<file path="src/rtl/complementary_attitude_filter_core_assert.svh">
// assertion macros for the complementary attitude filter core
// used by the top level only, expects clk_i and rst_ni in scope
`ifndef COMPLEMENTARY_ATTITUDE_FILTER_CORE_ASSERT_SVH
`define COMPLEMENTARY_ATTITUDE_FILTER_CORE_ASSERT_SVH
`ifndef NO_ASSERTIONS
`define CAF_ASSERT(lbl, prop) \
  lbl: assert property (@(posedge clk_i) disable iff (!rst_ni) prop) \
    else $error("caf assertion failed");
`define CAF_NEVER(lbl, expr) \
  lbl: assert property (@(posedge clk_i) disable iff (!rst_ni) !(expr)) \
    else $error("caf forbidden condition");
`else
`define CAF_ASSERT(lbl, prop)
`define CAF_NEVER(lbl, expr)
`endif
`endif

</file>
<file path="src/rtl/caf_pkg.sv">
// package for the complementary attitude filter core
// widths, sequencer states, axis remap rows, cordic angle table, saturation
`default_nettype none
package caf_pkg;

  localparam int CORDIC_STEPS = 16;
  localparam int CNT_W        = 5;
  localparam int SQRT_ITERS   = 24;
  localparam int AX_W         = 17;
  localparam int D_W          = 30;
  localparam int SQ_W         = 31;
  localparam int ROOT_W       = 24;
  localparam int RAD_W        = 48;
  localparam int REM_W        = 28;
  localparam int CX_W         = 28;
  localparam int Z_W          = 26;
  localparam int MUL_A_W      = 34;
  localparam int MUL_B_W      = 18;
  localparam int MIX_W        = 52;

  localparam logic [3:0]  ORIENT_LAST   = 4'd8;
  localparam logic [15:0] WEIGHT_RESET  = 16'd64225;
  localparam logic        REG_ORIENT    = 1'b0;
  localparam logic        REG_BLEND     = 1'b1;

  // axis codes, the m suffix marks a negated sensor axis
  localparam logic [2:0] AXIS_X  = 3'd0;
  localparam logic [2:0] AXIS_XM = 3'd1;
  localparam logic [2:0] AXIS_Y  = 3'd2;
  localparam logic [2:0] AXIS_YM = 3'd3;
  localparam logic [2:0] AXIS_Z  = 3'd4;
  localparam logic [2:0] AXIS_ZM = 3'd5;

  typedef enum logic [2:0] {
    ST_IDLE,
    ST_GYRO,
    ST_SQUARE,
    ST_PREP,
    ST_SQRT,
    ST_CORDIC,
    ST_BLEND,
    ST_FIN
  } caf_state_e;

  // remap row: body z code in [8:6], body y in [5:3], body x in [2:0]
  function automatic logic [8:0] remap_row(input logic [3:0] orient);
    logic [8:0] r;
    case (orient)
      4'd0:    r = {AXIS_Z,  AXIS_Y,  AXIS_X};
      4'd1:    r = {AXIS_Z,  AXIS_XM, AXIS_YM};
      4'd2:    r = {AXIS_Z,  AXIS_XM, AXIS_Y};
      4'd3:    r = {AXIS_Z,  AXIS_YM, AXIS_XM};
      4'd4:    r = {AXIS_Z,  AXIS_X,  AXIS_YM};
      4'd5:    r = {AXIS_ZM, AXIS_YM, AXIS_X};
      4'd6:    r = {AXIS_ZM, AXIS_XM, AXIS_YM};
      4'd7:    r = {AXIS_ZM, AXIS_Y,  AXIS_XM};
      4'd8:    r = {AXIS_ZM, AXIS_X,  AXIS_Y};
      default: r = {AXIS_Z,  AXIS_Y,  AXIS_X};
    endcase
    return r;
  endfunction

  function automatic logic signed [AX_W-1:0] pick_axis(
    input logic [2:0] code,
    input logic signed [15:0] vx,
    input logic signed [15:0] vy,
    input logic signed [15:0] vz
  );
    logic signed [AX_W-1:0] v;
    case (code[2:1])
      2'd0:    v = AX_W'(vx);
      2'd1:    v = AX_W'(vy);
      2'd2:    v = AX_W'(vz);
      default: v = AX_W'(vx);
    endcase
    return code[0] ? -v : v;
  endfunction

  // atan(2^-i) in 2^-16 degree units
  function automatic logic signed [Z_W-1:0] atan_entry(input logic [CNT_W-1:0] i);
    logic signed [Z_W-1:0] a;
    case (i)
      5'd0:    a = Z_W'(2949120);
      5'd1:    a = Z_W'(1740967);
      5'd2:    a = Z_W'(919879);
      5'd3:    a = Z_W'(466945);
      5'd4:    a = Z_W'(234379);
      5'd5:    a = Z_W'(117304);
      5'd6:    a = Z_W'(58666);
      5'd7:    a = Z_W'(29335);
      5'd8:    a = Z_W'(14668);
      5'd9:    a = Z_W'(7334);
      5'd10:   a = Z_W'(3667);
      5'd11:   a = Z_W'(1833);
      5'd12:   a = Z_W'(917);
      5'd13:   a = Z_W'(458);
      5'd14:   a = Z_W'(229);
      5'd15:   a = Z_W'(115);
      5'd16:   a = Z_W'(57);
      5'd17:   a = Z_W'(29);
      5'd18:   a = Z_W'(14);
      5'd19:   a = Z_W'(7);
      5'd20:   a = Z_W'(4);
      5'd21:   a = Z_W'(2);
      5'd22:   a = Z_W'(1);
      default: a = '0;
    endcase
    return a;
  endfunction

  function automatic logic signed [31:0] sat32(input logic signed [39:0] v);
    logic signed [31:0] r;
    if (v > 40'sd2147483647) begin
      r = 32'sh7fffffff;
    end else if (v < -40'sd2147483648) begin
      r = 32'sh80000000;
    end else begin
      r = v[31:0];
    end
    return r;
  endfunction

endpackage
`default_nettype wire

</file>
<file path="src/rtl/complementary_attitude_filter_core.sv">
// complementary attitude filter core, top level
// depends on caf_pkg and complementary_attitude_filter_core_assert.svh
`default_nettype none
`include "complementary_attitude_filter_core_assert.svh"

// Attitude filter for one IMU sample per input word. The accel and gyro
// samples are remapped to body axes by the orientation register (0..8; any
// other code makes the sample a no-op that returns the held angles). Roll and
// pitch from gravity come from a 24-step restoring square root followed by a
// 16-step vectoring cordic, and are blended with the gyro-integrated angles
// using blend_weight (Q0.16, gyro side). Heading integrates the gyro only.
// All angles are signed 2^-16 degree, saturating. One signed 34x18 multiplier
// does every product in turn: three gyro steps, three squares and two blend
// products per axis. An item passes through the accepting idle state, the
// gyro products, the squares, per axis a setup step, the root steps, the
// cordic steps and the two blend products, then the hand-over state; a
// no-op item goes from the accepting idle state straight to the hand-over.
// The hand-over stalls while the previous word still waits on
// m_axis_tready. s_axis_tready is high only while the sequencer is idle.
// The result sits in its own register, so the next item may start while
// the previous word waits on m_axis_tready.
// Registers: orientation at byte 0, blend_weight at byte 4.
module complementary_attitude_filter_core (
  input  wire logic         clk_i,
  input  wire logic         rst_ni,
  input  wire logic         s_axis_tvalid,
  output logic              s_axis_tready,
  // accel_x, accel_y, accel_z, rate_x, rate_y, rate_z, time_step (16 bits each)
  input  wire logic [111:0] s_axis_tdata,
  output logic              m_axis_tvalid,
  input  wire logic         m_axis_tready,
  // roll_out, pitch_out, heading_out (32 bits each)
  output logic [95:0]       m_axis_tdata,
  input  wire logic         psel,
  input  wire logic         penable,
  input  wire logic         pwrite,
  input  wire logic [2:0]   paddr,
  input  wire logic [31:0]  pwdata,
  output logic [31:0]       prdata,
  output logic              pready
);
  import caf_pkg::*;

  // configuration
  logic [3:0]  orient_q;
  logic [15:0] weight_q;
  logic        cfg_wr;

  // sequencer
  caf_state_e       state_q, state_d;
  logic [CNT_W-1:0] cnt_q, cnt_d;
  logic             ax_q, ax_d;

  // angle state and result register
  logic signed [31:0] roll_q, roll_d, pitch_q, pitch_d, head_q, head_d;
  logic [95:0]        out_q, out_d;
  logic               mvalid_q, mvalid_d;

  // per item operands
  logic signed [AX_W-1:0] acc_q [3];
  logic signed [AX_W-1:0] rate_q [3];
  logic [15:0]            dt_q;
  logic signed [D_W-1:0]  d_q [3];
  logic [SQ_W-1:0]        sq_q [3];
  logic                   load;
  logic                   d_we, sq_we;
  logic signed [D_W-1:0]  d_new;
  logic [1:0]             idx;

  // square root and cordic datapath
  logic [RAD_W-1:0]       rad_q, rad_d;
  logic [REM_W-1:0]       rem_q, rem_d, rem_n, trial;
  logic [ROOT_W-1:0]      root_q, root_d;
  logic signed [CX_W-1:0] x_q, x_d, y_q, y_d, dx, dy;
  logic signed [Z_W-1:0]  z_q, z_d;
  logic                   nz_q, nz_d;
  logic [31:0]            ssum;
  logic signed [AX_W-1:0] numer;

  // shared multiplier and blend accumulator
  logic signed [MUL_A_W-1:0] mul_a;
  logic signed [MUL_B_W-1:0] mul_b;
  logic signed [MIX_W-1:0]   mul_p, mix_q, mix_d, mix_sum, mix_rnd, gyro_rnd;
  logic [16:0]               wcomp;
  logic signed [31:0]        old_sel;
  logic signed [D_W-1:0]     d_sel;
  logic signed [31:0]        blend_res;

  logic [8:0] row;

  assign idx = cnt_q[1:0];
  assign row = remap_row(orient_q);

  // configuration port, no wait states
  assign pready = 1'b1;
  assign cfg_wr = psel & penable & pwrite;

  always_comb begin
    case (paddr[2])
      REG_ORIENT: prdata = {28'd0, orient_q};
      REG_BLEND:  prdata = {16'd0, weight_q};
      default:    prdata = '0;
    endcase
  end

  always_ff @(posedge clk_i or negedge rst_ni) begin
    if (!rst_ni) begin
      orient_q <= '0;
      weight_q <= WEIGHT_RESET;
    end else if (cfg_wr) begin
      case (paddr[2])
        REG_ORIENT: orient_q <= pwdata[3:0];
        REG_BLEND:  weight_q <= pwdata[15:0];
        default:    ;
      endcase
    end
  end

  assign s_axis_tready = (state_q == ST_IDLE);
  assign load          = s_axis_tvalid & s_axis_tready;
  assign m_axis_tvalid = mvalid_q;
  assign m_axis_tdata  = out_q;

  // shared multiplier
  assign mul_p = MIX_W'(mul_a) * MIX_W'(mul_b);

  // gravity terms: roll uses n = by over (bz, bx), pitch n = -bx over (by, bz)
  assign ssum  = ax_q ? (32'(sq_q[1]) + 32'(sq_q[2])) : (32'(sq_q[2]) + 32'(sq_q[0]));
  assign numer = ax_q ? -acc_q[0] : acc_q[1];

  assign old_sel  = ax_q ? pitch_q : roll_q;
  assign d_sel    = ax_q ? d_q[1] : d_q[0];
  assign wcomp    = 17'h10000 - {1'b0, weight_q};
  assign gyro_rnd = mul_p + MIX_W'(8);
  assign d_new    = D_W'(gyro_rnd >>> 4);
  assign mix_sum  = mix_q + mul_p;
  assign mix_rnd  = mix_sum + MIX_W'(32768);
  assign blend_res = sat32(40'(mix_rnd >>> 16));

  // one restoring square root step, two radicand bits a cycle
  assign rem_n = {rem_q[REM_W-3:0], rad_q[RAD_W-1 -: 2]};
  assign trial = REM_W'({root_q, 2'b01});

  // one cordic vectoring step
  assign dx = y_q >>> cnt_q;
  assign dy = x_q >>> cnt_q;

  always_comb begin
    state_d  = state_q;
    cnt_d    = cnt_q;
    ax_d     = ax_q;
    roll_d   = roll_q;
    pitch_d  = pitch_q;
    head_d   = head_q;
    out_d    = out_q;
    mvalid_d = mvalid_q & ~m_axis_tready;
    rad_d    = rad_q;
    rem_d    = rem_q;
    root_d   = root_q;
    x_d      = x_q;
    y_d      = y_q;
    z_d      = z_q;
    nz_d     = nz_q;
    mix_d    = mix_q;
    d_we     = 1'b0;
    sq_we    = 1'b0;
    mul_a    = '0;
    mul_b    = '0;

    case (state_q)
      ST_IDLE: begin
        if (load) begin
          cnt_d   = '0;
          ax_d    = 1'b0;
          state_d = (orient_q > ORIENT_LAST) ? ST_FIN : ST_GYRO;
        end
      end
      ST_GYRO: begin
        // gyro step: round(rate * dt / 16)
        mul_a = MUL_A_W'(rate_q[idx]);
        mul_b = $signed({2'b00, dt_q});
        d_we  = 1'b1;
        if (cnt_q == CNT_W'(2)) begin
          cnt_d   = '0;
          state_d = ST_SQUARE;
        end else begin
          cnt_d = cnt_q + 1'b1;
        end
      end
      ST_SQUARE: begin
        mul_a = MUL_A_W'(acc_q[idx]);
        mul_b = MUL_B_W'(acc_q[idx]);
        sq_we = 1'b1;
        if (cnt_q == CNT_W'(2)) begin
          state_d = ST_PREP;
        end else begin
          cnt_d = cnt_q + 1'b1;
        end
      end
      ST_PREP: begin
        rad_d   = {ssum, 16'd0};
        rem_d   = '0;
        root_d  = '0;
        cnt_d   = '0;
        state_d = ST_SQRT;
      end
      ST_SQRT: begin
        rad_d = rad_q << 2;
        if (rem_n >= trial) begin
          rem_d  = rem_n - trial;
          root_d = {root_q[ROOT_W-2:0], 1'b1};
        end else begin
          rem_d  = rem_n;
          root_d = {root_q[ROOT_W-2:0], 1'b0};
        end
        if (cnt_q == CNT_W'(SQRT_ITERS - 1)) begin
          x_d     = CX_W'(root_d);
          y_d     = CX_W'(numer) <<< 8;
          z_d     = '0;
          nz_d    = (numer != '0);
          cnt_d   = '0;
          state_d = ST_CORDIC;
        end else begin
          cnt_d = cnt_q + 1'b1;
        end
      end
      ST_CORDIC: begin
        if (!y_q[CX_W-1]) begin
          x_d = x_q + dx;
          y_d = y_q - dy;
          z_d = z_q + atan_entry(cnt_q);
        end else begin
          x_d = x_q - dx;
          y_d = y_q + dy;
          z_d = z_q - atan_entry(cnt_q);
        end
        if (cnt_q == CNT_W'(CORDIC_STEPS - 1)) begin
          cnt_d   = '0;
          state_d = ST_BLEND;
        end else begin
          cnt_d = cnt_q + 1'b1;
        end
      end
      ST_BLEND: begin
        if (cnt_q == '0) begin
          // gyro side: w * (old + d)
          mul_a = MUL_A_W'(old_sel) + MUL_A_W'(d_sel);
          mul_b = $signed({2'b00, weight_q});
          mix_d = mul_p;
          cnt_d = cnt_q + 1'b1;
        end else begin
          // accel side: (1 - w) * a, zero numerator gives a zero angle
          mul_a = nz_q ? MUL_A_W'(z_q) : '0;
          mul_b = $signed({1'b0, wcomp});
          if (ax_q) begin
            pitch_d = blend_res;
            head_d  = sat32(40'(head_q) + 40'(d_q[2]));
            state_d = ST_FIN;
          end else begin
            roll_d  = blend_res;
            ax_d    = 1'b1;
            state_d = ST_PREP;
          end
        end
      end
      ST_FIN: begin
        // hand over to the result register once it is free
        if (!mvalid_q || m_axis_tready) begin
          out_d    = {head_q, pitch_q, roll_q};
          mvalid_d = 1'b1;
          state_d  = ST_IDLE;
        end
      end
      default: state_d = ST_IDLE;
    endcase
  end

  always_ff @(posedge clk_i or negedge rst_ni) begin
    if (!rst_ni) begin
      state_q  <= ST_IDLE;
      cnt_q    <= '0;
      ax_q     <= 1'b0;
      roll_q   <= '0;
      pitch_q  <= '0;
      head_q   <= '0;
      mvalid_q <= 1'b0;
    end else begin
      state_q  <= state_d;
      cnt_q    <= cnt_d;
      ax_q     <= ax_d;
      roll_q   <= roll_d;
      pitch_q  <= pitch_d;
      head_q   <= head_d;
      mvalid_q <= mvalid_d;
    end
  end

  // datapath registers, no reset needed
  always_ff @(posedge clk_i) begin
    out_q  <= out_d;
    rad_q  <= rad_d;
    rem_q  <= rem_d;
    root_q <= root_d;
    x_q    <= x_d;
    y_q    <= y_d;
    z_q    <= z_d;
    nz_q   <= nz_d;
    mix_q  <= mix_d;
    if (load) begin
      for (int k = 0; k < 3; k++) begin
        acc_q[k]  <= pick_axis(row[3*k +: 3], s_axis_tdata[15:0],
                               s_axis_tdata[31:16], s_axis_tdata[47:32]);
        rate_q[k] <= pick_axis(row[3*k +: 3], s_axis_tdata[63:48],
                               s_axis_tdata[79:64], s_axis_tdata[95:80]);
      end
      dt_q <= s_axis_tdata[111:96];
    end
    if (d_we) begin
      d_q[idx] <= d_new;
    end
    if (sq_we) begin
      sq_q[idx] <= mul_p[SQ_W-1:0];
    end
  end

  // an accepted word always starts the sequencer
  `CAF_ASSERT(a_load_starts, (s_axis_tvalid && s_axis_tready) |=> (state_q != ST_IDLE))
  // iteration counters stay inside their loops
  `CAF_NEVER(a_cordic_cnt, (state_q == ST_CORDIC) && (cnt_q > CNT_W'(CORDIC_STEPS - 1)))
  `CAF_NEVER(a_sqrt_cnt, (state_q == ST_SQRT) && (cnt_q > CNT_W'(SQRT_ITERS - 1)))
  // a finished item waits while the previous word is still pending
  `CAF_ASSERT(a_fin_holds, (state_q == ST_FIN && m_axis_tvalid && !m_axis_tready) |=> (state_q == ST_FIN))

endmodule
`default_nettype wire

</file>
<file path="config.mk">
export PLATFORM = sky130hd
export DESIGN_NAME = complementary_attitude_filter_core
export DESIGN_NICKNAME = d
export VERILOG_FILES = /design/src/rtl/caf_pkg.sv /design/src/rtl/complementary_attitude_filter_core.sv
export VERILOG_INCLUDE_DIRS = /design/src /design/src/rtl
export SDC_FILE = /design/constraint.sdc
export NUM_CORES = 2
export LEC_CHECK = 0
export ABC_AREA = 1
export BUFFER_PORTS_ARGS = -buffer_cell sky130_fd_sc_hd__buf_2
export CORE_ASPECT_RATIO = 1.4
export CORE_MARGIN = 8
export CORE_UTILIZATION = 25
export CTS_BUF_LIST = sky130_fd_sc_hd__clkbuf_4
export CTS_CLUSTER_DIAMETER = 100
export DETAILED_ROUTE_END_ITERATION = 6
export PLACE_DENSITY_LB_ADDON = 0.2
export SYNTH_ARGS = -nofsm -noshare
export SYNTH_HDL_FRONTEND = slang
export SYNTH_SLANG_ARGS = --single-unit
export TNS_END_PERCENT = 100
</file>
<file path="constraint.sdc">
create_clock -name clk_i -period 14.6 [get_ports clk_i]
set_clock_uncertainty 0.05 [all_clocks]
set_input_delay 0.73 -clock clk_i [delete_from_list [all_inputs] [get_ports clk_i]]
set_output_delay 0.73 -clock clk_i [all_outputs]
set_load 0.05 [all_outputs]
</file>
==> results by stage <==
Outcome:
- The run finished with clean final reports.

Timing:
- The relative slew slack is 13.64%.
- The count of final setup violators is 0.
- Across all setup checks in the final design, the least slack found is between 1000 and 1500 ps.
- Setup repair after global routing left no endpoint under its margin.
- Counting I/O delays and the setup requirement, the final critical path takes roughly 13,000 ps.
- The max-slew violation count came to 0.
- The post-route clock period utilization is between 90% and 100%.
- For the pin with the worst max-slew slack, the measured transition is 1292 ps.
- The maximum frequency from static timing analysis is 75.40 MHz.
- The hold violation total from the final report is 0.
- Setup total negative slack on the finished layout was measured at 0 ps.

Worst setup path:
- The critical path startpoint category is a flip-flop.
- In this run the worst path has a maximum fanout of 38.
- STA classifies the critical path endpoint as a flip-flop.
- Counting stages on the worst path, the most repeated cell is nand2_1.
- The data arrival at the endpoint of the critical path is around 14,000 ps.
- The required time of the critical path is roughly 16,000 ps.
- The worst setup path is of the reg2reg kind.
- The largest individual stage delay along the critical path comes from the cell inv_1.
- The buffer and inverter count on the worst path is 14.
- The gate family responsible for the most delay along the worst path is adder cells.
- The number of cells on the worst reg-to-reg path is 58.
- The path length in cells of the critical path is 58.
- In this design, the stage delay of the slowest critical-path cell is about 1000 ps.

Floorplanning:
- The initial core utilization is between 20 and 30%.
- The overall die area is 303,300 um2.
- The placement row count is between 200 and 250.
- The boundary pin count is 285.
- The area of the core is between 200,000 and 300,000 um2.
- In this run the horizontal extent of the chip is about 470 um.
- The chip height is between 600 and 700 um.

Cells and area:
- For this run, the post-layout net count is roughly 11k.
- The most frequent standard cell in the layout excluding fill and tap cells is nand2_1.
- The share of final-layout standard cells stronger than drive strength 1 is approximately a tenth.
- In the layout the commonest cells are nand2_1, inv_1, nor2_1.
- The post-layout instance count excluding filler cells is about 13k.
- Measured on the finished design, the core utilization comes to between 20% and 30%.
- From synthesis to final layout, the design area changed by 14.21%.

Yosys:
- Yosys mapped a number of flops with a built-in enable equal to between 600 and 700.
- Each instance of the synthesized netlist takes up on average just over 8 um2.
- After synthesis, the share of flip-flops with an asynchronous set or reset is roughly 17%.
- The total number of yosys warnings is 0.
- The most instantiated flip-flop cell in the synthesis netlist is edfxtp_1.
- After synthesis the cells add up to between 70,000 and 80,000 um2.
- The gate count of the mapped netlist is between 8k and 9k.
- Sequential cells were found to cover just over 30% of the synthesized design area.
- The number of unique standard cell types used by synthesis is 81.
- After synthesis the netlist holds a flip-flop and latch count of 740.

Placement:
- The count of buffers inserted at the top-level ports is roughly 250.
- The pre-CTS setup slack is approximately 1300 ps.
- In this run, placement finished with an instance count of ~13k.
- Detailed placement ended at an HPWL of between 200 and 250 mm.
- The congestion estimate from routability-driven global placement came to about 0.91.

Clock network:
- Clock-pin slew was measured on the worst setup and hold paths at around 60 ps.
- Counting along the longest clock path gives a buffer depth of 4.
- The CTS tree is done.
- The total CTS buffers is between 200 and 250.
- After clock tree synthesis, the setup repair step added 0 buffers.
- The source-to-sink clock delay at the later pin of the worst-skew pair is between 1000 and 1500 ps.
- The cell at the root of the clock tree is clkbuf_4.
- The number of clock sinks is 740.
- The H-tree was split into 4 levels.

Drt:
- The remaining design rule violation count is 0.
- The ratio of routed vias to standard cells is about 4.6.
- The detailed router finished its first iteration with between 3k and 4k violations.
- The count of antenna-violating nets left after detailed routing is 0.
- The wire length after detailed routing is between 200 and 300 mm.
- The detailed-route wire length per cell is 20.16 um.
- The first detailed-routing pass ran for 6 iterations.
- The via count is 61.32k.

Global route:
- The pin count of the biggest net entering global routing is between 100 and 150.
- The final global-route overflow total is 0.
- The first global-routing pass estimated around 400 mm of wire.
- The via count of the first global-routing pass is around 65k.
- The total track usage is between 10% and 20%.
- The number of antenna violations at the first check in global routing is 12.

Flow run:
- The tool flagged a number of max-cap violations equal to 0.

Worst hold path:
- The worst hold path was traced through 5 stages.
- The kind of path behind the tightest hold check is in2reg.
==> sequential cells by signal (all words and copies together) (netlist names), 3 cells and up <==
register      cells
acc_q            51
cnt_q             5
d_q              90
dt_q             16
head_q           32
m_axis_tdata     96
mix_q            52
orient_q          4
pitch_q          32
rad_q            32
rate_q           51
rem_q            26
roll_q           32
root_q           24
sq_q             93
state_q           3
weight_q         16
x_q              28
y_q              28
z_q              26
==> worst reg2reg max path, delay by kind of cell (launching register included) <==
kind	cells	cell delay, ps
AO/OA/AOI/OAI	3	660
XOR/XNOR	1	240
AND/OR/NAND/NOR	30	3870
adder cells (fa/ha/maj)	10	4770
buffers and inverters	14	3150
flip-flops	1	420
==> worst paths after layout <==
path,to,slack (ps),from
worst min-delay path,rate_q[0][8]$_DFFE_PP_,150,s_axis_tdata[56]
worst max register to register,roll_q[9]$_DFFE_PN0P_,1340,cnt_q[1]$_DFFE_PN0P_
worst min register to register,m_axis_tdata[38]$_DFFE_PP_,430,pitch_q[6]$_DFFE_PN0P_
max in group asynchronous,head_q[0]$_DFFE_PN0P_,12190,rst_ni
min in group asynchronous,head_q[20]$_DFFE_PN0P_,660,rst_ni
worst max-delay path,roll_q[9]$_DFFE_PN0P_,1340,cnt_q[1]$_DFFE_PN0P_
==> synthesized netlist by cell type, types with 55 or more instances <==
library cell  number  area [um2]
nor3_1            90       450.4
clkbuf_1         174       653.1
ha_1             445        5568
edfxtp_1         614       18440
xnor2_1          120        1051
dfrtp_1          116        2903
nand3_1          194       970.9
o21ai_0          555        2778
inv_1           1419        5326
a21oi_1          606        3033
nor2_1           723        2714
nand2_1         2279        8554
xor2_1           257        2251
o21ai_1           55       275.3
fa_1             580       11610
buf_2             60       300.3
==> logic make-up (layout without fill, tap and decap cells) <==
logic type / after synthesis / in the layout / share of synthesized area, %
mux: 24 / 24 / 0.3504
xor+xnor: 380 / 380 / 4.711
fa+ha+maj: 1025 / 1025 / 24.05
other cells: 2 / 37 / 0.01052
buf+inv: 1738 / 2370 / 9.560
flops: 740 / 740 / 30.25
simple gates: 3464 / 3464 / 19.47
compound gates: 1501 / 1501 / 11.60
==> area by class of cell <==
type / count / area, um2
flip-flops and latches: 740 / 21610
well taps: 3744 / 4684
inverters: 1443 / 5419
fillers: 30814 / 203200
clock inverters: 79 / 480.5
clock buffers: 296 / 2222
diodes: 4 / 10.01
repair buffers: 552 / 3900
multi-input cells: 6427 / 43240
==> stage by stage <==
step                      instance area (um2)  hold slack [ps]
after detailed placement                77510            412.9
after floorplan                         71540            384.4
after global routing                    81560            58.03
after CTS                               81560            1.971
final                                   81570            153.7
after global placement                  77510            417.6
==> what timing repair did <==
item / CTS / global route
gates resized for setup: 0 / 0
endpoints found under the hold margin: 189 / 0
hold buffers: 134 / 0
==> layer usage <==
layer,part of all wire [%],global-route usage (%),vias to the layer above
met5,0.019,0,-
met4,6.6,9.874,8
met3,3.8,2.028,555
met2,52,32.88,1439
met1,37,18.55,29737
li1,-,-,29577
Power is left out: the tool's default activity adds up to more than one toggle a clock period on the data nets, which glitch-free logic cannot reach.
